### config.mk
export PLATFORM = sky130hd
export DESIGN_NAME = shp_ctrl_flat
export DESIGN_NICKNAME = d
export VERILOG_FILES = /design/src/rtl/sharpen_3x3_cross_stream_core_macros.svh /design/src/rtl/shp_pkg.sv /design/src/rtl/shp_ifs.sv /design/src/rtl/shp_ctrl.sv /design/src/flat_wrapper.sv
export SDC_FILE = /design/constraint.sdc
export NUM_CORES = 1
export LEC_CHECK = 0
export BUFFER_PORTS_ARGS = -buffer_cell sky130_fd_sc_hd__buf_4
export CORE_MARGIN = 3
export CORE_UTILIZATION = 50
export CTS_BUF_LIST = sky130_fd_sc_hd__clkbuf_2 sky130_fd_sc_hd__clkbuf_4 sky130_fd_sc_hd__clkbuf_8
export DETAILED_ROUTE_END_ITERATION = 8
export PLACE_DENSITY = 0.73
export SYNTH_ARGS = -nofsm -noshare
export SYNTH_HDL_FRONTEND = slang
export SYNTH_SLANG_ARGS = --single-unit
### constraint.sdc
create_clock -name clk -period 3.5 [get_ports clk]
set_input_delay 0.7 -clock clk [delete_from_list [all_inputs] [get_ports clk]]
set_output_delay 0.7 -clock clk [all_outputs]
set_load 0.1 [all_outputs]
### src/rtl/sharpen_3x3_cross_stream_core_macros.svh
// Assertion macros shared by the sharpen core RTL.
// Needs nothing else; define ASSERT_OFF to compile the checks out.
`ifndef SHARPEN_3X3_CROSS_STREAM_CORE_MACROS_SVH
`define SHARPEN_3X3_CROSS_STREAM_CORE_MACROS_SVH

`ifndef ASSERT_OFF
// Same-cycle implication, disabled while reset is low.
`define SHP_ASSERT_IMP(lbl, clk, rst_n, ante, cons, msg) \
  lbl: assert property (@(posedge clk) disable iff (!rst_n) (ante) |-> (cons)) \
    else $error(msg);
// Next-cycle implication, disabled while reset is low.
`define SHP_ASSERT_NXT(lbl, clk, rst_n, ante, cons, msg) \
  lbl: assert property (@(posedge clk) disable iff (!rst_n) (ante) |=> (cons)) \
    else $error(msg);
`else
`define SHP_ASSERT_IMP(lbl, clk, rst_n, ante, cons, msg)
`define SHP_ASSERT_NXT(lbl, clk, rst_n, ante, cons, msg)
`endif

`endif

### src/rtl/shp_pkg.sv
// Shared constants, register codes and inter-module structs for the sharpen core.
// Depends on nothing; shp_ifs, shp_ctrl, shp_calc and the top level import it.
package shp_pkg;

  // Sizing of the line stores
  localparam int MAX_WIDTH    = 2048;
  localparam int MAX_CHANNELS = 4;
  localparam int STORE_DEPTH  = MAX_WIDTH * MAX_CHANNELS;
  localparam int ADDR_W       = $clog2(STORE_DEPTH);
  localparam int PIX_W        = $clog2(MAX_WIDTH);
  localparam int CH_W         = (MAX_CHANNELS > 1) ? $clog2(MAX_CHANNELS) : 1;
  localparam int WEFF_W       = $clog2(MAX_WIDTH + 1);
  localparam int CEFF_W       = $clog2(MAX_CHANNELS + 1);

  // Field and register widths
  localparam int SAMPLE_W   = 8;
  localparam int WIDTH_W    = 12;
  localparam int HEIGHT_W   = 12;
  localparam int CHAN_W     = 3;
  localparam int CFG_DATA_W = 12;
  localparam int CFG_IDX_W  = 2;
  localparam int ACC_W      = SAMPLE_W + 4;

  // Kernel and reset values
  localparam int CENTRE_GAIN    = 5;
  localparam int WIDTH_RESET    = 640;
  localparam int HEIGHT_RESET   = 480;
  localparam int CHANNELS_RESET = 3;

  // Configuration register indexes
  typedef enum logic [CFG_IDX_W-1:0] {
    REG_WIDTH    = 2'd0,
    REG_HEIGHT   = 2'd1,
    REG_CHANNELS = 2'd2
  } cfg_reg_t;

  // Control for one transaction entering the arithmetic stage
  typedef struct packed {
    logic                emit;
    logic                zero;
    logic                row_end;
    logic                frame_end;
    logic                shift;
    logic                bank;
    logic [SAMPLE_W-1:0] down;
  } issue_t;

  // Line store access for one cycle
  typedef struct packed {
    logic [1:0]          we;
    logic                re;
    logic [ADDR_W-1:0]   addr_a;
    logic [ADDR_W-1:0]   addr_b;
    logic [SAMPLE_W-1:0] wdata;
  } ram_req_t;

endpackage

### src/rtl/shp_ifs.sv
// Valid/ready stream interfaces for the sharpen core input and result channels.
// Depends on shp_pkg for field widths.
interface shp_in_if import shp_pkg::*; ();
  logic                valid;
  logic                ready;
  logic                action;
  logic [SAMPLE_W-1:0] sample;

  modport source (output valid, output action, output sample, input ready);
  modport sink   (input valid, input action, input sample, output ready);
endinterface


### src/rtl/shp_ctrl.sv
// Front end of the sharpen core: configuration registers, raster counters,
// line store addressing and per-transaction control. Depends on shp_pkg, shp_ifs.
module shp_ctrl import shp_pkg::*; (
  input  logic                  clk,
  input  logic                  rst_n,
  shp_in_if.sink                in_ch,
  input  logic                  s1_ready,
  input  logic                  cfg_we,
  input  logic [CFG_IDX_W-1:0]  cfg_index,
  input  logic [CFG_DATA_W-1:0] cfg_data,
  output issue_t                issue,
  output logic                  issue_load,
  output ram_req_t              ram_req,
  output logic [CEFF_W-1:0]     chan_eff
);

  logic [WEFF_W-1:0]   w_eff_r;
  logic [HEIGHT_W-1:0] h_eff_r;
  logic [CEFF_W-1:0]   c_eff_r;
  logic [HEIGHT_W-1:0] row_r;
  logic [ADDR_W-1:0]   s_r;
  logic [PIX_W-1:0]    pix_r;
  logic [CH_W-1:0]     ch_r;
  logic                bank_r;

  logic                accept;
  logic                flush_phase;
  logic                last_pix;
  logic                last_ch;
  logic                last;
  logic                right_edge;
  logic                take_smp;
  logic                take_fl;
  logic                cfg_hit;
  logic [WEFF_W-1:0]   w_new;
  logic [HEIGHT_W-1:0] h_new;
  logic [CEFF_W-1:0]   c_new;

  assign in_ch.ready = s1_ready;
  assign chan_eff    = c_eff_r;

  // Clamp written values to their usable ranges
  always_comb begin
    if (cfg_data[WIDTH_W-1:0] == '0) begin
      w_new = WEFF_W'(1);
    end else if (int'(cfg_data[WIDTH_W-1:0]) > MAX_WIDTH) begin
      w_new = WEFF_W'(MAX_WIDTH);
    end else begin
      w_new = WEFF_W'(cfg_data[WIDTH_W-1:0]);
    end
    if (cfg_data[HEIGHT_W-1:0] == '0) begin
      h_new = HEIGHT_W'(1);
    end else begin
      h_new = cfg_data[HEIGHT_W-1:0];
    end
    if (cfg_data[CHAN_W-1:0] == '0) begin
      c_new = CEFF_W'(1);
    end else if (int'(cfg_data[CHAN_W-1:0]) > MAX_CHANNELS) begin
      c_new = CEFF_W'(MAX_CHANNELS);
    end else begin
      c_new = CEFF_W'(cfg_data[CHAN_W-1:0]);
    end
  end

  assign cfg_hit = cfg_we && ((cfg_index == REG_WIDTH) || (cfg_index == REG_HEIGHT) ||
                              (cfg_index == REG_CHANNELS));

  // Position decode for the current transaction
  always_comb begin
    accept      = in_ch.valid && s1_ready;
    flush_phase = (row_r >= h_eff_r);
    last_pix    = (WEFF_W'(pix_r) == w_eff_r - WEFF_W'(1));
    last_ch     = (CEFF_W'(ch_r) == c_eff_r - CEFF_W'(1));
    last        = last_pix && last_ch;
    right_edge  = (WEFF_W'(pix_r) + WEFF_W'(1) >= w_eff_r);
    take_smp    = accept && !in_ch.action && !flush_phase;
    take_fl     = accept && in_ch.action && flush_phase;
  end

  // Control handed to the arithmetic stage
  always_comb begin
    issue_load      = take_smp || take_fl;
    issue.emit      = take_fl || (row_r != '0);
    issue.zero      = take_fl || (row_r == HEIGHT_W'(1)) || (pix_r == '0) || right_edge;
    issue.row_end   = last;
    issue.frame_end = take_fl && last;
    issue.shift     = take_smp;
    issue.bank      = bank_r;
    issue.down      = in_ch.sample;
  end

  // Incoming row overwrites the upper bank; centre bank read at s and s+c
  always_comb begin
    ram_req.we[0]  = take_smp && !bank_r;
    ram_req.we[1]  = take_smp && bank_r;
    ram_req.re     = take_smp;
    ram_req.addr_a = s_r;
    ram_req.addr_b = s_r + ADDR_W'(c_eff_r);
    ram_req.wdata  = in_ch.sample;
  end

  // Configuration and raster counters
  always_ff @(posedge clk) begin
    if (!rst_n) begin
      w_eff_r <= WEFF_W'(WIDTH_RESET);
      h_eff_r <= HEIGHT_W'(HEIGHT_RESET);
      c_eff_r <= CEFF_W'(CHANNELS_RESET);
      row_r   <= '0;
      s_r     <= '0;
      pix_r   <= '0;
      ch_r    <= '0;
      bank_r  <= 1'b0;
    end else if (cfg_hit) begin
      unique case (cfg_index)
        REG_WIDTH:    w_eff_r <= w_new;
        REG_HEIGHT:   h_eff_r <= h_new;
        REG_CHANNELS: c_eff_r <= c_new;
        default:      ;
      endcase
      row_r <= '0;
      s_r   <= '0;
      pix_r <= '0;
      ch_r  <= '0;
    end else if (take_smp || take_fl) begin
      if (last) begin
        s_r   <= '0;
        pix_r <= '0;
        ch_r  <= '0;
        if (take_smp) begin
          row_r  <= row_r + HEIGHT_W'(1);
          bank_r <= !bank_r;
        end else begin
          row_r <= '0;
        end
      end else begin
        s_r <= s_r + ADDR_W'(1);
        if (last_ch) begin
          ch_r  <= '0;
          pix_r <= pix_r + PIX_W'(1);
        end else begin
          ch_r <= ch_r + CH_W'(1);
        end
      end
    end
  end

endmodule

### src/flat_wrapper.sv
// flat-port wrapper written by rule: the top's interface ports become plain ports
module shp_ctrl_flat import shp_pkg::*;
  (clk, rst_n, s1_ready, cfg_we, cfg_index, cfg_data, issue, issue_load, ram_req, chan_eff, in_ch_valid, in_ch_action, in_ch_sample, in_ch_ready);
  shp_in_if in_ch_i ();
  input  logic clk;
  input  logic rst_n;
  input  logic s1_ready;
  input  logic cfg_we;
  input  logic [CFG_IDX_W-1:0] cfg_index;
  input  logic [CFG_DATA_W-1:0] cfg_data;
  output issue_t issue;
  output logic issue_load;
  output ram_req_t ram_req;
  output logic [CEFF_W-1:0] chan_eff;
  input wire logic [$bits(in_ch_i.valid)-1:0] in_ch_valid;
  input wire logic [$bits(in_ch_i.action)-1:0] in_ch_action;
  input wire logic [$bits(in_ch_i.sample)-1:0] in_ch_sample;
  output wire logic [$bits(in_ch_i.ready)-1:0] in_ch_ready;
  assign in_ch_i.valid = in_ch_valid;
  assign in_ch_i.action = in_ch_action;
  assign in_ch_i.sample = in_ch_sample;
  assign in_ch_ready = in_ch_i.ready;
  shp_ctrl u_core (.clk(clk), .rst_n(rst_n), .in_ch(in_ch_i), .s1_ready(s1_ready), .cfg_we(cfg_we), .cfg_index(cfg_index), .cfg_data(cfg_data), .issue(issue), .issue_load(issue_load), .ram_req(ram_req), .chan_eff(chan_eff));
endmodule
# Word level (Yosys, flattened, before mapping)
# Index checks and enable logic that the tools add are counted.
# op_classes
add_sub_neg	8
multipliers	0
n_div	0
order_cmp	4
eq_ne	5
shifts	0
muxes	11
bitwise	2
reduce_logical	33
# op_table
operator	count
$mux 12	4
$ge 12x12->1	2
$mux 11	2
$add 13x1->13 const B	1
$add 13x3->13	1
$mux 13	1
$add 11x1->12 const B	1
$add 12x1->12 const B	1
$eq 11x12->1	1
$eq 12x1->1 const B	1
$gt 12x12->1 const B	1
$logic_not 12->1	1
$reduce_bool 12->1	1
$sub 12x1->12 const B	1
$add 11x1->11 const B	1
$logic_not 11->1	1
$logic_and 1x1->1	10
$reduce_and 2->1	5
$logic_or 1x1->1	7
$mux 3	2
$mux 2	2
$reduce_and 4->1	1
$eq 2x3->1	1
$gt 3x3->1 const B	1
other kinds (10)	13
# totals
ff_bits	66
latch_bits	0
ram_bits	0
mem_bits_ro	0
input_bits	28
output_inout_bits	56
wordCells	71
mem_count	0

# Logic depth before layout (Yosys ltp)
# depth
ltp_word	6
ltp_mapped	13
mapped_depth_nobuf	12

# Worst setup path after synthesis
# Ideal clock, no wire load.
# synth_path
path_type	reg-to-output
start	register u_core.row_r[0]
end	output port ram_req[35] in the netlist's numbering
arrival_ns	4.403
required_ns	2.800
slack_ns	-1.603
stages_incl_launch_ff	8
path_buffers	0
path_cell_list	dfxtp_1 -> inv_1 -> ha_1 -> nand2b_1 -> a2111o_1 -> a31oi_1 -> nand2_1 -> nor4_1
# synth_lines
item	line	rtl
start, declared	shp_ctrl.sv:20	logic [HEIGHT_W-1:0] row_r;
start signal, assigned	shp_ctrl.sv:130	row_r <= row_r + HEIGHT_W'(1);
end, declared	flat_wrapper.sv:13	output ram_req_t ram_req;

==> results.toml <==
[worst_setup_path]
slowest_delay_ps = 470
r2r_start = "u_core.row_r[0]$_SDFFE_PP0P_"
r2r_slack_ps = 340
startpoint_type = "register"
path_cells = "inv_1 > ha_1 > nand2b_1 > a2111o_1 > a31oi_2 > nand2_2 > nand4_1 > buf_4 > nand3_2 > buf_12"
reg2reg_to = "u_core.s_r[12]$_SDFFE_PP0P_"
critPathRequiredTime_ps = 2800
crit_fanout = 6
slowest_stage = "a2111o_1"
cp-end-kind = "output pin"
worstPathArrival_ps = 2700
reg2reg_depth = 10
timing_worst_setup_path_type = "register to output pin"

[power]
power_leakage_nw = 2.22
ir_drop_uv = 152
power_density_nw_per_um2 = 302

[route]
wl_per_cell_um = 15.7
vias_per_cell = 5.79
drc = 0
drtAntennaViolNets = 0
dr.first_iter.drc_count = 178
drt-total-wl_um = 11000
num_vias = 4049
dr.pass1.iters = 4

[sta]
fin_ws_ps = 101
tns_ps = 0
timing.final.crit_share_pct = 97.1
rsz0062_at_grt = "yes"
worst_pin_slew_ps = 973
slew_headroom_pct = 34.5
skew_ps = 11.5
hold_viol = 0
max_freq_mhz = 294
drv_slew = 0
setup_viol = 0
whs_ps = 470
finalCriticalPeriod_ps = 3400

[floorplanning]
io-pin-count = 84
die_area_um2 = 10000
core_um2 = 8420
rows = 33
start_util_pct = 52.6
die_x_um = 100
die_y_um = 100

[clock_network]
cts_hold_buf = 0
cts.clk_slew.worst_paths_ps = 70
htreeDepth = 3
clockBufferDepth = 2
clk_latency_ps = 350
clock-sinks = 66
cts_buffers = 9
root_buffer = "clkbuf_8"
cts_tree = "yes"

[logic_synthesis]
synth.top_cells.by_area = "dfxtp_1 30%, ha_1 9.9%, xor2_1 5.7%"
syn-num-nets = 613
syn_area_um2 = 4430
synth_top_flop_cell = "dfxtp_1"
netlist_instances = 549
synth_seq_cells = 66
synth_cell_types = 54
yosysMostFrequentCell = "dfxtp_1"
synthTopCellsByCount = "66 x dfxtp_1, 61 x nand2_1, 37 x inv_1"
synth_area_per_cell_um2 = 8.08
yosys_warnings = 0
synth_edf_count = 0
yosysSeqAreaShare_pct = 29.8
synth_top_area_cell = "dfxtp_1"
synthArstFlopShare_pct = 0
synth_top_area_share_pct = 29.8

[worst_hold_path]
hold_end = "u_core.h_eff_r[2]$_SDFFE_PN0P_"
hp-start = "u_core.h_eff_r[2]$_SDFFE_PN0P_"
worstHoldPathCells = 2
hold_class = "register to register"

[placement]
dp_hpwl_um = 8180
port_buffers = 59
pre_cts_ws_ps = 152
dp_cells = 679
gp_congestion = 0.856

[global_routing]
grt_max_degree = 31
grt_overflow_total = 0
antenna_found_initial = 0
track_usage_pct = 22.0
grt_pass1_vias = 3850
grt_pass1_wl_um = 18000

[run_status]
status = "completed"

[final_layout]
drive_gt1_share_pct = 22.2
nNetsFinal = 655
final_cells = 699
diodes = 0
area_delta_synth_final_pct = 19.2
utilization_pct = 62.8

[job]
maxCapViolCount = 0
-- layout make-up --
class	count	area [um^2]
Fill cell	726	3140
Multi-Input combinational cell	403	2910
Sequential cell	66	1350
Timing Repair Buffer	74	579
Clock buffer	12	165
Inverter	37	139
Tap cell	105	131
Clock inverter	2	12.5
-- cell families (layout without fill, tap and decap cells) --
group | Yosys count | after routing | synth area share [%]
and+or+nand+nor | 216 | 216 | 25.5
buffers and inverters | 80 | 125 | 8.83
AOI/OAI and AO/OA | 92 | 92 | 13.9
adders and majority gates | 36 | 36 | 10.3
muxes | 2 | 2 | 0.451
DFF | 66 | 66 | 29.8
xor gates and xnor gates | 57 | 57 | 11.3
-- flip-flops by register name, indices dropped and copies added (netlist names) --
signal / cells
u_core.chan_eff: 3
u_core.bank_r: 1
u_core.s_r: 13
u_core.h_eff_r: 12
u_core.ch_r: 2
u_core.row_r: 12
u_core.pix_r: 11
u_core.w_eff_r: 12
-- power breakdown --
group          leakage, nW  switching, W  internal (W)
logic                 1.59      0.000148     0.0000763
registers            0.539     0.0000127      0.000760
clock network       0.0903      0.000292      0.000306
-- cells in the final DEF (no fill, tap or decap), types with 8 or more instances in the layout --
| cell | count |
|---|---|
| xor2_1 | 27 |
| buf_4 | 71 |
| nor3_1 | 14 |
| nand3_1 | 28 |
| ha_1 | 32 |
| a21oi_1 | 24 |
| xnor2_1 | 20 |
| inv_1 | 37 |
| dfxtp_1 | 56 |
| nand4_1 | 10 |
| nand2_1 | 60 |
| and3_1 | 9 |
| o21ai_0 | 12 |
| nor2_1 | 29 |
| clkbuf_8 | 12 |
| nor4_1 | 8 |
| a32o_1 | 10 |
| nor2b_1 | 12 |
-- critical path: cells and delay by family (launching register included) --
family	cells	cell delay, ps
adders and majority gates	1	280
AOI/OAI and AO/OA	2	710
and+or+nand+nor	4	560
buffers and inverters	3	420
DFF	1	370
-- how the worst max path moves through the flow --
stage | start | to | slack [ps]
6_report | u_core.row_r[0]$_SDFFE_PP0P_ | issue[12] | 100
5_1_grt | u_core.pix_r[2]$_SDFFE_PP0P_ | issue[12] | -80
4_1_cts | u_core.pix_r[3]$_SDFFE_PP0P_ | issue[12] | -90
3_5_place_dp | u_core.pix_r[3]$_SDFFE_PP0P_ | issue[12] | 150
3_3_place_gp | u_core.pix_r[3]$_SDFFE_PP0P_ | issue[12] | 220
2_1_floorplan | u_core.row_r[0]$_SDFFE_PP0P_ | ram_req[35] | -420
-- metrics by stage --
stage	total power, W	cell area, um^2
after global routing	0.00166	5290
after global placement	0.00100	4930
after floorplan	0.00103	4540
after detailed placement	0.00101	4930
after CTS	0.00160	5150
final	0.00159	5290
-- routing by layer --
metal / share of wire [%] / wire length [um] / GRT usage [%]
met5: 0 / 0 / 0
met2: 47 / 5150 / 35.4
met1: 46 / 5040 / 29.3
met4: 1.9 / 206 / 8.70
met3: 5.6 / 611 / 3.96
-- what timing repair did --
action,in CTS,in global routing
gates resized for setup,10,24
setup buffers,0,6
pin swaps,1,5
setup endpoints to repair,5,7
No activity file was read; power rests on OpenSTA's default activity.
