[src/rtl/sharpen_3x3_cross_stream_core_macros.svh]
// Assertion macros shared by the sharpen core RTL.
// Needs nothing else; define ASSERT_OFF to compile the checks out.
`ifndef SHARPEN_3X3_CROSS_STREAM_CORE_MACROS_SVH
`define SHARPEN_3X3_CROSS_STREAM_CORE_MACROS_SVH

`ifndef ASSERT_OFF
// Same-cycle implication, disabled while reset is low.
`define SHP_ASSERT_IMP(lbl, clk, rst_n, ante, cons, msg) \
  lbl: assert property (@(posedge clk) disable iff (!rst_n) (ante) |-> (cons)) \
    else $error(msg);
// Next-cycle implication, disabled while reset is low.
`define SHP_ASSERT_NXT(lbl, clk, rst_n, ante, cons, msg) \
  lbl: assert property (@(posedge clk) disable iff (!rst_n) (ante) |=> (cons)) \
    else $error(msg);
`else
`define SHP_ASSERT_IMP(lbl, clk, rst_n, ante, cons, msg)
`define SHP_ASSERT_NXT(lbl, clk, rst_n, ante, cons, msg)
`endif

`endif

[src/rtl/shp_pkg.sv]
// Shared constants, register codes and inter-module structs for the sharpen core.
// Depends on nothing; shp_ifs, shp_ctrl, shp_calc and the top level import it.
package shp_pkg;

  // Sizing of the line stores
  localparam int MAX_WIDTH    = 2048;
  localparam int MAX_CHANNELS = 4;
  localparam int STORE_DEPTH  = MAX_WIDTH * MAX_CHANNELS;
  localparam int ADDR_W       = $clog2(STORE_DEPTH);
  localparam int PIX_W        = $clog2(MAX_WIDTH);
  localparam int CH_W         = (MAX_CHANNELS > 1) ? $clog2(MAX_CHANNELS) : 1;
  localparam int WEFF_W       = $clog2(MAX_WIDTH + 1);
  localparam int CEFF_W       = $clog2(MAX_CHANNELS + 1);

  // Field and register widths
  localparam int SAMPLE_W   = 8;
  localparam int WIDTH_W    = 12;
  localparam int HEIGHT_W   = 12;
  localparam int CHAN_W     = 3;
  localparam int CFG_DATA_W = 12;
  localparam int CFG_IDX_W  = 2;
  localparam int ACC_W      = SAMPLE_W + 4;

  // Kernel and reset values
  localparam int CENTRE_GAIN    = 5;
  localparam int WIDTH_RESET    = 640;
  localparam int HEIGHT_RESET   = 480;
  localparam int CHANNELS_RESET = 3;

  // Configuration register indexes
  typedef enum logic [CFG_IDX_W-1:0] {
    REG_WIDTH    = 2'd0,
    REG_HEIGHT   = 2'd1,
    REG_CHANNELS = 2'd2
  } cfg_reg_t;

  // Control for one transaction entering the arithmetic stage
  typedef struct packed {
    logic                emit;
    logic                zero;
    logic                row_end;
    logic                frame_end;
    logic                shift;
    logic                bank;
    logic [SAMPLE_W-1:0] down;
  } issue_t;

  // Line store access for one cycle
  typedef struct packed {
    logic [1:0]          we;
    logic                re;
    logic [ADDR_W-1:0]   addr_a;
    logic [ADDR_W-1:0]   addr_b;
    logic [SAMPLE_W-1:0] wdata;
  } ram_req_t;

endpackage

[src/rtl/shp_ifs.sv]


interface shp_out_if import shp_pkg::*; ();
  logic                valid;
  logic                ready;
  logic [SAMPLE_W-1:0] out_value;
  logic                row_end;
  logic                frame_end;

  modport source (output valid, output out_value, output row_end, output frame_end,
                  input ready);
  modport sink   (input valid, input out_value, input row_end, input frame_end,
                  output ready);
endinterface

[src/rtl/shp_calc.sv]
// Back end of the sharpen core: stage holding line store read data, left
// neighbor delay line, cross kernel with saturation and the result register.
// Depends on shp_pkg, shp_ifs and the assertion macros.
`include "sharpen_3x3_cross_stream_core_macros.svh"

module shp_calc import shp_pkg::*; (
  input  logic                       clk,
  input  logic                       rst_n,
  input  issue_t                     issue,
  input  logic                       issue_load,
  input  logic [CEFF_W-1:0]          chan_eff,
  input  logic [1:0][SAMPLE_W-1:0]   rd_a,
  input  logic [1:0][SAMPLE_W-1:0]   rd_b,
  output logic                       s1_ready,
  shp_out_if.source                  out_ch
);

  logic                s1_v_r;
  issue_t              s1_r;
  logic [SAMPLE_W-1:0] dline_r [MAX_CHANNELS];
  logic                out_v_r;
  logic [SAMPLE_W-1:0] out_val_r;
  logic                out_re_r;
  logic                out_fe_r;

  logic                s1_adv;
  logic                out_load;
  logic [SAMPLE_W-1:0] up_d;
  logic [SAMPLE_W-1:0] mid_c;
  logic [SAMPLE_W-1:0] mid_r;
  logic [SAMPLE_W-1:0] mid_l;
  logic [ACC_W-1:0]    pos_sum;
  logic [ACC_W-1:0]    neg_sum;
  logic [ACC_W-1:0]    acc;
  logic [SAMPLE_W-1:0] sat_val;

  // Stage handshake: a no-result transaction never waits on the output
  always_comb begin
    s1_adv   = s1_v_r && (!s1_r.emit || !out_v_r || out_ch.ready);
    s1_ready = !s1_v_r || s1_adv;
    out_load = s1_adv && s1_r.emit;
  end

  // Bank select: bank 0 means the older store is above the centre row
  always_comb begin
    up_d  = s1_r.bank ? rd_a[1] : rd_a[0];
    mid_c = s1_r.bank ? rd_a[0] : rd_a[1];
    mid_r = s1_r.bank ? rd_b[0] : rd_b[1];
    mid_l = dline_r[CH_W'(chan_eff - CEFF_W'(1))];
  end

  // 5*centre minus the four cross neighbors, clamped to the sample range; borders give zero
  always_comb begin
    pos_sum = ACC_W'(CENTRE_GAIN) * ACC_W'(mid_c);
    neg_sum = ACC_W'(up_d) + ACC_W'(s1_r.down) + ACC_W'(mid_l) + ACC_W'(mid_r);
    acc     = pos_sum - neg_sum;
    if (s1_r.zero || acc[ACC_W-1]) begin
      sat_val = '0;
    end else if (acc[ACC_W-2:SAMPLE_W] != '0) begin
      sat_val = '1;
    end else begin
      sat_val = acc[SAMPLE_W-1:0];
    end
  end

  assign out_ch.valid     = out_v_r;
  assign out_ch.out_value = out_val_r;
  assign out_ch.row_end   = out_re_r;
  assign out_ch.frame_end = out_fe_r;

  // Valid bits
  always_ff @(posedge clk) begin
    if (!rst_n) begin
      s1_v_r  <= 1'b0;
      out_v_r <= 1'b0;
    end else begin
      if (issue_load) begin
        s1_v_r <= 1'b1;
      end else if (s1_adv) begin
        s1_v_r <= 1'b0;
      end
      if (out_load) begin
        out_v_r <= 1'b1;
      end else if (out_ch.ready) begin
        out_v_r <= 1'b0;
      end
    end
  end

  // Payload: stage control, centre-row delay line, result register
  always_ff @(posedge clk) begin
    if (issue_load) begin
      s1_r <= issue;
    end
    if (s1_adv && s1_r.shift) begin
      dline_r[0] <= mid_c;
      for (int i = 1; i < MAX_CHANNELS; i++) begin
        dline_r[i] <= dline_r[i-1];
      end
    end
    if (out_load) begin
      out_val_r <= sat_val;
      out_re_r  <= s1_r.row_end;
      out_fe_r  <= s1_r.frame_end;
    end
  end

  `SHP_ASSERT_IMP(a_frame_end_on_row_end, clk, rst_n, out_v_r && out_fe_r, out_re_r, "frame end without row end")
  `SHP_ASSERT_NXT(a_stall_holds_both, clk, rst_n, s1_v_r && s1_r.emit && out_v_r && !out_ch.ready, s1_v_r && out_v_r, "stalled result lost")
  `SHP_ASSERT_NXT(a_border_is_zero, clk, rst_n, out_load && s1_r.zero, out_v_r && (out_val_r == '0), "border result not zero")
  `SHP_ASSERT_IMP(a_ready_only_on_full, clk, rst_n, !s1_ready, s1_v_r && s1_r.emit && out_v_r && !out_ch.ready, "input blocked without a full pipeline")

endmodule

[src/flat_wrapper.sv]
// flat-port wrapper written by rule: the top's interface ports become plain ports
module shp_calc_flat import shp_pkg::*;
  (clk, rst_n, issue, issue_load, chan_eff, rd_a, rd_b, s1_ready, out_ch_valid, out_ch_out_value, out_ch_row_end, out_ch_frame_end, out_ch_ready);
  shp_out_if out_ch_i ();
  input  logic clk;
  input  logic rst_n;
  input  issue_t issue;
  input  logic issue_load;
  input  logic [CEFF_W-1:0] chan_eff;
  input  logic [1:0][SAMPLE_W-1:0] rd_a;
  input  logic [1:0][SAMPLE_W-1:0] rd_b;
  output logic s1_ready;
  output wire logic [$bits(out_ch_i.valid)-1:0] out_ch_valid;
  output wire logic [$bits(out_ch_i.out_value)-1:0] out_ch_out_value;
  output wire logic [$bits(out_ch_i.row_end)-1:0] out_ch_row_end;
  output wire logic [$bits(out_ch_i.frame_end)-1:0] out_ch_frame_end;
  input wire logic [$bits(out_ch_i.ready)-1:0] out_ch_ready;
  assign out_ch_valid = out_ch_i.valid;
  assign out_ch_out_value = out_ch_i.out_value;
  assign out_ch_row_end = out_ch_i.row_end;
  assign out_ch_frame_end = out_ch_i.frame_end;
  assign out_ch_i.ready = out_ch_ready;
  shp_calc u_core (.clk(clk), .rst_n(rst_n), .issue(issue), .issue_load(issue_load), .chan_eff(chan_eff), .rd_a(rd_a), .rd_b(rd_b), .s1_ready(s1_ready), .out_ch(out_ch_i));
endmodule
[config.mk]
export PLATFORM = sky130hd
export DESIGN_NAME = shp_calc_flat
export DESIGN_NICKNAME = d
export VERILOG_FILES = /design/src/rtl/shp_pkg.sv /design/src/rtl/shp_ifs.sv /design/src/rtl/shp_calc.sv /design/src/flat_wrapper.sv
export VERILOG_INCLUDE_DIRS = /design/src /design/src/rtl
export SDC_FILE = /design/constraint.sdc
export NUM_CORES = 1
export LEC_CHECK = 0
export ABC_AREA = 1
export BUFFER_PORTS_ARGS = -buffer_cell sky130_fd_sc_hd__buf_2
export CORE_MARGIN = 4
export CORE_UTILIZATION = 55
export DETAILED_ROUTE_END_ITERATION = 10
export PLACE_DENSITY = 0.78
export SYNTH_ARGS = -nofsm -noshare
export SYNTH_HDL_FRONTEND = slang
export SYNTH_SLANG_ARGS = --single-unit
[constraint.sdc]
create_clock -name clk -period 7.5 [get_ports clk]
set_clock_uncertainty 0.05 [all_clocks]
set_input_delay 0.75 -clock clk [delete_from_list [all_inputs] [get_ports clk]]
set_output_delay 0.75 -clock clk [all_outputs]
set_load 0.1 [all_outputs]
# Yosys cells after proc, flatten, opt, wreduce, memory -nomap -nowiden
# Memories as Yosys holds them, arrays and structs flattened.
# Cells that the tools add are included.
dict set report totals {
  n_memories 1
  word_cells 42
  regBits 26
  out_inout_bits 12
  in_bits 53
  mem_bits_rw 32
}
dict set report op_classes {
  n_mul 1
  addsub 5
  n_reduce_logical 13
  n_mux 10
}
# memory depth width read_ports rd_clocked_by_memory_dff wr line_no
set mem_list {}
lappend mem_list {u_core.dline_r 4 8 4 0 4 shp_calc.sv:20} ;# logic [SAMPLE_W-1:0] dline_r [MAX_CHANNELS];
# cell n
set op_table {}
lappend op_table {{2-to-1 mux 8 bit} 4}
lappend op_table {{adder 12 x 8 -> 12 bit} 2}
lappend op_table {{subtractor 11 x 12 -> 12 bit} 1}
lappend op_table {{multiplier 3 x 8 -> 11 bit (first input constant)} 1}
lappend op_table {{adder 8 x 8 -> 9 bit} 1}
lappend op_table {{2-to-1 mux 1 bit} 6}
lappend op_table {{logical OR 1 bit} 4}
lappend op_table {{nonzero test 2 bit} 2}
lappend op_table {{logical AND 1 bit} 3}
lappend op_table {{zero test 1 bit} 3}
lappend op_table {{nonzero test 3 bit} 1}
lappend op_table {{subtractor 2 x 1 -> 2 bit (second input constant)} 1}

# Logic depth before layout (Yosys ltp)
dict set report depth {
  ltp_word 7
  mapped_depth 27
  ltp_nobuf 26
}

# Least setup slack after synthesis
# Ideal clock, no wire load.
dict set report synth_timing {
  kind {input port to flip-flop}
  from {in rd_a[0] (netlist name)}
  to {reg u_core.out_val_r[0], in the netlist u_core.out_ch.out_value[0] (data pin)}
  arrival_time_ps 4719
  path_buffers 0
  setup_slack_ps 2482
  path_stages 25
  setup_time_ps 249
  required_time_ps 7201
  path_cell_list {nor2_1 > a21oi_1 > ha_1 > fa_1 > nand3_1 > nand3_1 > a21oi_1 > o21ai_1 > xor2_1 > fa_1 > inv_1 > fa_1 > fa_1 > inv_1 > ha_1 > nand2_1 > nand2_2 > a21oi_4 > nand2_2 > nand2_2 > nand2_4 > nor2_8 > nand3_1 > nand2_1 > inv_1}
}
dict set report synth_via {
  elab_chain_cells 7
  elab_cells_between_ends 10
  classes_between {4 x add/sub; 1 x mul; 3 x mux; 2 x reduce/logical}
}
# item line_no
set synth_rtl {}
lappend synth_rtl {{start: declaration} flat_wrapper.sv:10} ;# input logic [1:0][SAMPLE_W-1:0] rd_a;
lappend synth_rtl {{2-to-1 mux 8 bit} shp_calc.sv:46} ;# up_d = s1_r.bank ? rd_a[1] : rd_a[0];
lappend synth_rtl {{adder 8 x 8 -> 9 bit} shp_calc.sv:55} ;# neg_sum = ACC_W'(up_d) + ACC_W'(s1_r.down) + ACC_W'(mid_l) + ACC_W'(mid_r);
lappend synth_rtl {{adder 12 x 8 -> 12 bit (2 in series)} shp_calc.sv:55}
lappend synth_rtl {{subtractor 11 x 12 -> 12 bit *} shp_calc.sv:56} ;# acc = pos_sum - neg_sum;
lappend synth_rtl {{nonzero test 3 bit} shp_calc.sv:59} ;# end else if (acc[ACC_W-2:SAMPLE_W] != '0) begin
lappend synth_rtl {{2-to-1 mux 8 bit} shp_calc.sv:59}
lappend synth_rtl {{end signal: assignment} shp_calc.sv:102} ;# out_val_r <= sat_val;
lappend synth_rtl {{end: declaration} shp_calc.sv:22} ;# logic [SAMPLE_W-1:0] out_val_r;
# Mark *: on every way between the ends. The rest lies on a longest branch, timed or not.
# A chain may end at the register's enable or synchronous reset.

# Final worst setup path
dict set report layout_timing {
  from {reg u_core.s1_r[8] (netlist name)}
  to {reg u_core.out_val_r[2], in the netlist u_core.out_ch.out_value[2] (data pin)}
}
dict set report layout_via {
  elab_chain_cells 7
  elab_cells_between_ends 11
  classes_between {4 x add/sub; 1 x mul; 4 x mux; 2 x reduce/logical}
}
# item line_no
set layout_rtl {}
lappend layout_rtl {{start: declaration} shp_calc.sv:19} ;# issue_t s1_r;
lappend layout_rtl {{start signal: assignment} shp_calc.sv:93} ;# s1_r <= issue;
lappend layout_rtl {{2-to-1 mux 8 bit} shp_calc.sv:46}
lappend layout_rtl {{adder 8 x 8 -> 9 bit} shp_calc.sv:55}
lappend layout_rtl {{adder 12 x 8 -> 12 bit (2 in series)} shp_calc.sv:55}
lappend layout_rtl {{subtractor 11 x 12 -> 12 bit *} shp_calc.sv:56}
lappend layout_rtl {{nonzero test 3 bit} shp_calc.sv:59}
lappend layout_rtl {{2-to-1 mux 8 bit} shp_calc.sv:59}
# Marks and branches as above.

==> flow_metrics.tcl <==
set metrics [dict create \
    final_period_minus_worst_setup_slack_ns 5.31 \
    vias 2748 \
    layout.cells.most_common_list "sky130_fd_sc_hd__inv_1, sky130_fd_sc_hd__nand2_1, sky130_fd_sc_hd__buf_2, sky130_fd_sc_hd__edfxtp_1, sky130_fd_sc_hd__ha_1" \
    power_density_nw_per_um2 435 \
    drc 0 \
    netSwitchingFraction 0.457 \
    drt-initial-drc-count 85 \
    seq_area_frac_synth 0.437 \
    cell_internal_pwr_w 0.00108 \
    port_buffers 63 \
    first_global_vias 2899 \
    initial_antenna_violation_count 0 \
    sort_of_element_at_the_end_of_the_critical_path "flop" \
    number_of_endpoints_with_negative_hold_slack_in_the_final_report 0 \
    yosysWarningCount 0 \
    postLayoutCoreUtil 0.669 \
    ctsResizeCount 0 \
    run_status "finished clean" \
    syn-cell-area_um2 3940 \
    cp_data_arrival_time_ns 5.36 \
    clk_path_buf_depth 2 \
    cp.required_ns 7.55 \
    slowest_stage "sky130_fd_sc_hd__fa_1" \
    ys_ff_latch 58 \
    compound_gate_portion_of_the_synthesized_area 0.0692 \
    fin_nets 568 \
    netlist-cell-type-count 34 \
    via_per_inst 4.89 \
    path_clk_slew_ns 0.07 \
    synthDominantCellAreaShare 0.427 \
    pwr-share-comb 0.631 \
    ir_worst_vdd_uv 241 \
    detailed_placer_s_ending_hpwl_um 5640 \
    cts_root_buffer "sky130_fd_sc_hd__clkbuf_8" \
    grt_max_degree 41 \
    finish_stage_setup_viols 0 \
    layout_area_overhead_pct 16.6 \
    post_synth_and_or_nand_nor_area_fraction 0.142 \
    cp-start-kind "flop" \
    totalWireLength_um 7230 \
    synth_top_family_by_area "adder cells" \
    row_count 30 \
    netlist.top_cell.by_area "sky130_fd_sc_hd__edfxtp_1" \
    seq_area_um2 1720 \
    p_leak_nw 2.23 \
    worstSkewPairLatency_ns 0.34 \
    rsz0062_at_grt "false" \
    path_buf_inv 4 \
    floorplan.core_area_um2 6870 \
    postSynthAreaPerCell_um2 10.1 \
    total_net_switching_power_w 0.000913 \
    chipHeight_um 92.6 \
    cts_buffers 9 \
    part_of_the_total_power_dissipated_in_the_clock_network 0.172 \
    synthCells 392 \
    final_max_slew_viol_count 0 \
    muxShareOfSynthArea 0.0225 \
    cts_setup_buffers 0 \
    initial_utilization 0.574 \
    worst-setup-path-type "flop to flop" \
    grt_overflow_total 0 \
    num_antenna_cells 0 \
    power.sequential.fraction 0.197 \
    n_fill_cell 545 \
    cpLargestDelayFamily "adder cells" \
    cts_tree "built" \
    worstMarginPinSlew_ns 0.729 \
    synth-adder-area-share 0.216 \
    detail_route.first_pass.iterations 4 \
    max_stage_delay_ns 0.55 \
    die_area_um2 8580 \
    wl_per_cell_um 12.9 \
    finalWeightedCongestion 0.787 \
    post_synth_main_area_contributors "sky130_fd_sc_hd__edfxtp_1, sky130_fd_sc_hd__fa_1, sky130_fd_sc_hd__ha_1" \
    multi_input_comb_area_um2 1850 \
    cts_max_level 3 \
    fin_crit_sh 0.708 \
    timing.critical_path.fanout_max 40 \
    fin_setup_tns_ns 0 \
    gr-usage-all-layers 0.186 \
    post-layout-total-power_w 0.00200 \
    achievable-frequency_ghz 0.188 \
    async_flop_share 0 \
    critical-path-top-cell-by-count "sky130_fd_sc_hd__fa_1" \
    drt.antenna.violating_nets 0 \
    hold_path_class "flop to flop" \
    xor_and_xnor_fraction_of_the_mapped_netlist_area 0.0200 \
    drv.max_cap_violation_count 0 \
    number_of_enable_flip_flop_cells_after_synthesis 56 \
    numClockSinks 58 \
    grt_first_pass_wirelength_um 12300 \
    final_layout_size_suffix_gt1_frac 0.225 \
    slew_headroom 0.509 \
    synth_flop_cell "sky130_fd_sc_hd__edfxtp_1" \
    ioPinCount 65 \
    floorplan.die.width_um 92.6 \
    nets_in_the_synthesized_netlist 498 \
    cts.hold.buffers_added 0 \
    layout_commonest_cell "sky130_fd_sc_hd__inv_1" \
]
==> metrics by stage <==
stage	setup WS [ns]	area, µm²	instances	hold slack [ns]
after floorplan	2.48	3940	392	0.350
after global placement	2.11	4370	547	0.350
after detailed placement	2.01	4370	547	0.356
after CTS	2.16	4600	562	0.372
after global routing	1.86	4600	562	0.383
final	2.19	4600	562	0.374
==> final timing paths <==
check                        from                         end  slack (ns)  cells past startpoint
setup reg to reg   u_core.s1_r[8]  u_core.out_ch.out_value[2]        2.19                     26
hold reg to reg   u_core.s1_r[10]     u_core.out_ch.frame_end        0.37                      0
hold / removal    u_core.s1_r[10]     u_core.out_ch.frame_end        0.37                      0
setup / recovery   u_core.s1_r[8]  u_core.out_ch.out_value[2]        2.19                     26
==> sequential cells by signal, summed over array words and instances, names as in the netlist <==
name                     count
u_core.dline_r              32
u_core.out_ch.frame_end      1
u_core.out_ch.out_value      8
u_core.out_ch.row_end        1
u_core.out_ch.valid          1
u_core.s1_r                 14
u_core.s1_v_r                1
==> cell usage after synthesis (2+ instances only) <==
cell type,count
sky130_fd_sc_hd__buf_2,2
sky130_fd_sc_hd__nand4_1,2
sky130_fd_sc_hd__nand2_2,8
sky130_fd_sc_hd__fa_1,25
sky130_fd_sc_hd__nand2_1,71
sky130_fd_sc_hd__inv_2,3
sky130_fd_sc_hd__xnor2_1,3
sky130_fd_sc_hd__inv_1,85
sky130_fd_sc_hd__clkbuf_1,4
sky130_fd_sc_hd__nor2_1,16
sky130_fd_sc_hd__xor2_1,6
sky130_fd_sc_hd__o2bb2ai_1,4
sky130_fd_sc_hd__nand3_1,15
sky130_fd_sc_hd__o21ai_1,2
sky130_fd_sc_hd__ha_1,28
sky130_fd_sc_hd__nand3_2,3
sky130_fd_sc_hd__a21oi_1,12
sky130_fd_sc_hd__o21bai_1,2
sky130_fd_sc_hd__edfxtp_1,56
sky130_fd_sc_hd__dfxtp_1,2
sky130_fd_sc_hd__nand2_4,2
sky130_fd_sc_hd__o21ai_0,23
sky130_fd_sc_hd__mux2_2,7
==> per-layer routing <==
layer | wire length [µm] | global-route usage
met5 | 0 | 0
met4 | 108 | 0.0574
met3 | 420 | 0.0528
met2 | 3600 | 0.324
met1 | 3100 | 0.224
==> layout make-up <==
cell class,count,share of cell area
multi-input cells,238,0.403
clock buffers,9,0.0270
repair buffers,65,0.0719
clock inverters,6,0.0231
inverters,90,0.0746
flip-flops and latches,58,0.375
well taps,96,0.0261
==> cell families (layout without fill, tap and decap cells) <==
kind of cell    Yosys count  after routing
simple gates            121            121
buf+inv                  96            170
flops                    58             58
fa+ha+maj                53             53
compound gates           47             47
xor+xnor                  9              9
mux                       8              8
==> worst reg2reg max path, delay by kind of cell, from the launching register on <==
| kind | cells | cell delay, ns |
|---|---|---|
| fa+ha+maj | 6 | 2.58 |
| xor+xnor | 1 | 0.17 |
| compound gates | 4 | 0.47 |
| simple gates | 11 | 1.07 |
| buf+inv | 4 | 0.39 |
| flops | 1 | 0.35 |
==> power by group through the flow <==
stage	Clock, W	Sequential (W)	Combinational, W
floorplan	0	0.000448	0.000993
global placement	0	0.000400	0.00121
detailed placement	0	0.000401	0.00126
CTS	0.000349	0.000394	0.00127
global route	0.000366	0.000395	0.00143
finish	0.000344	0.000394	0.00126
No activity file was read; power rests on OpenSTA's default activity.
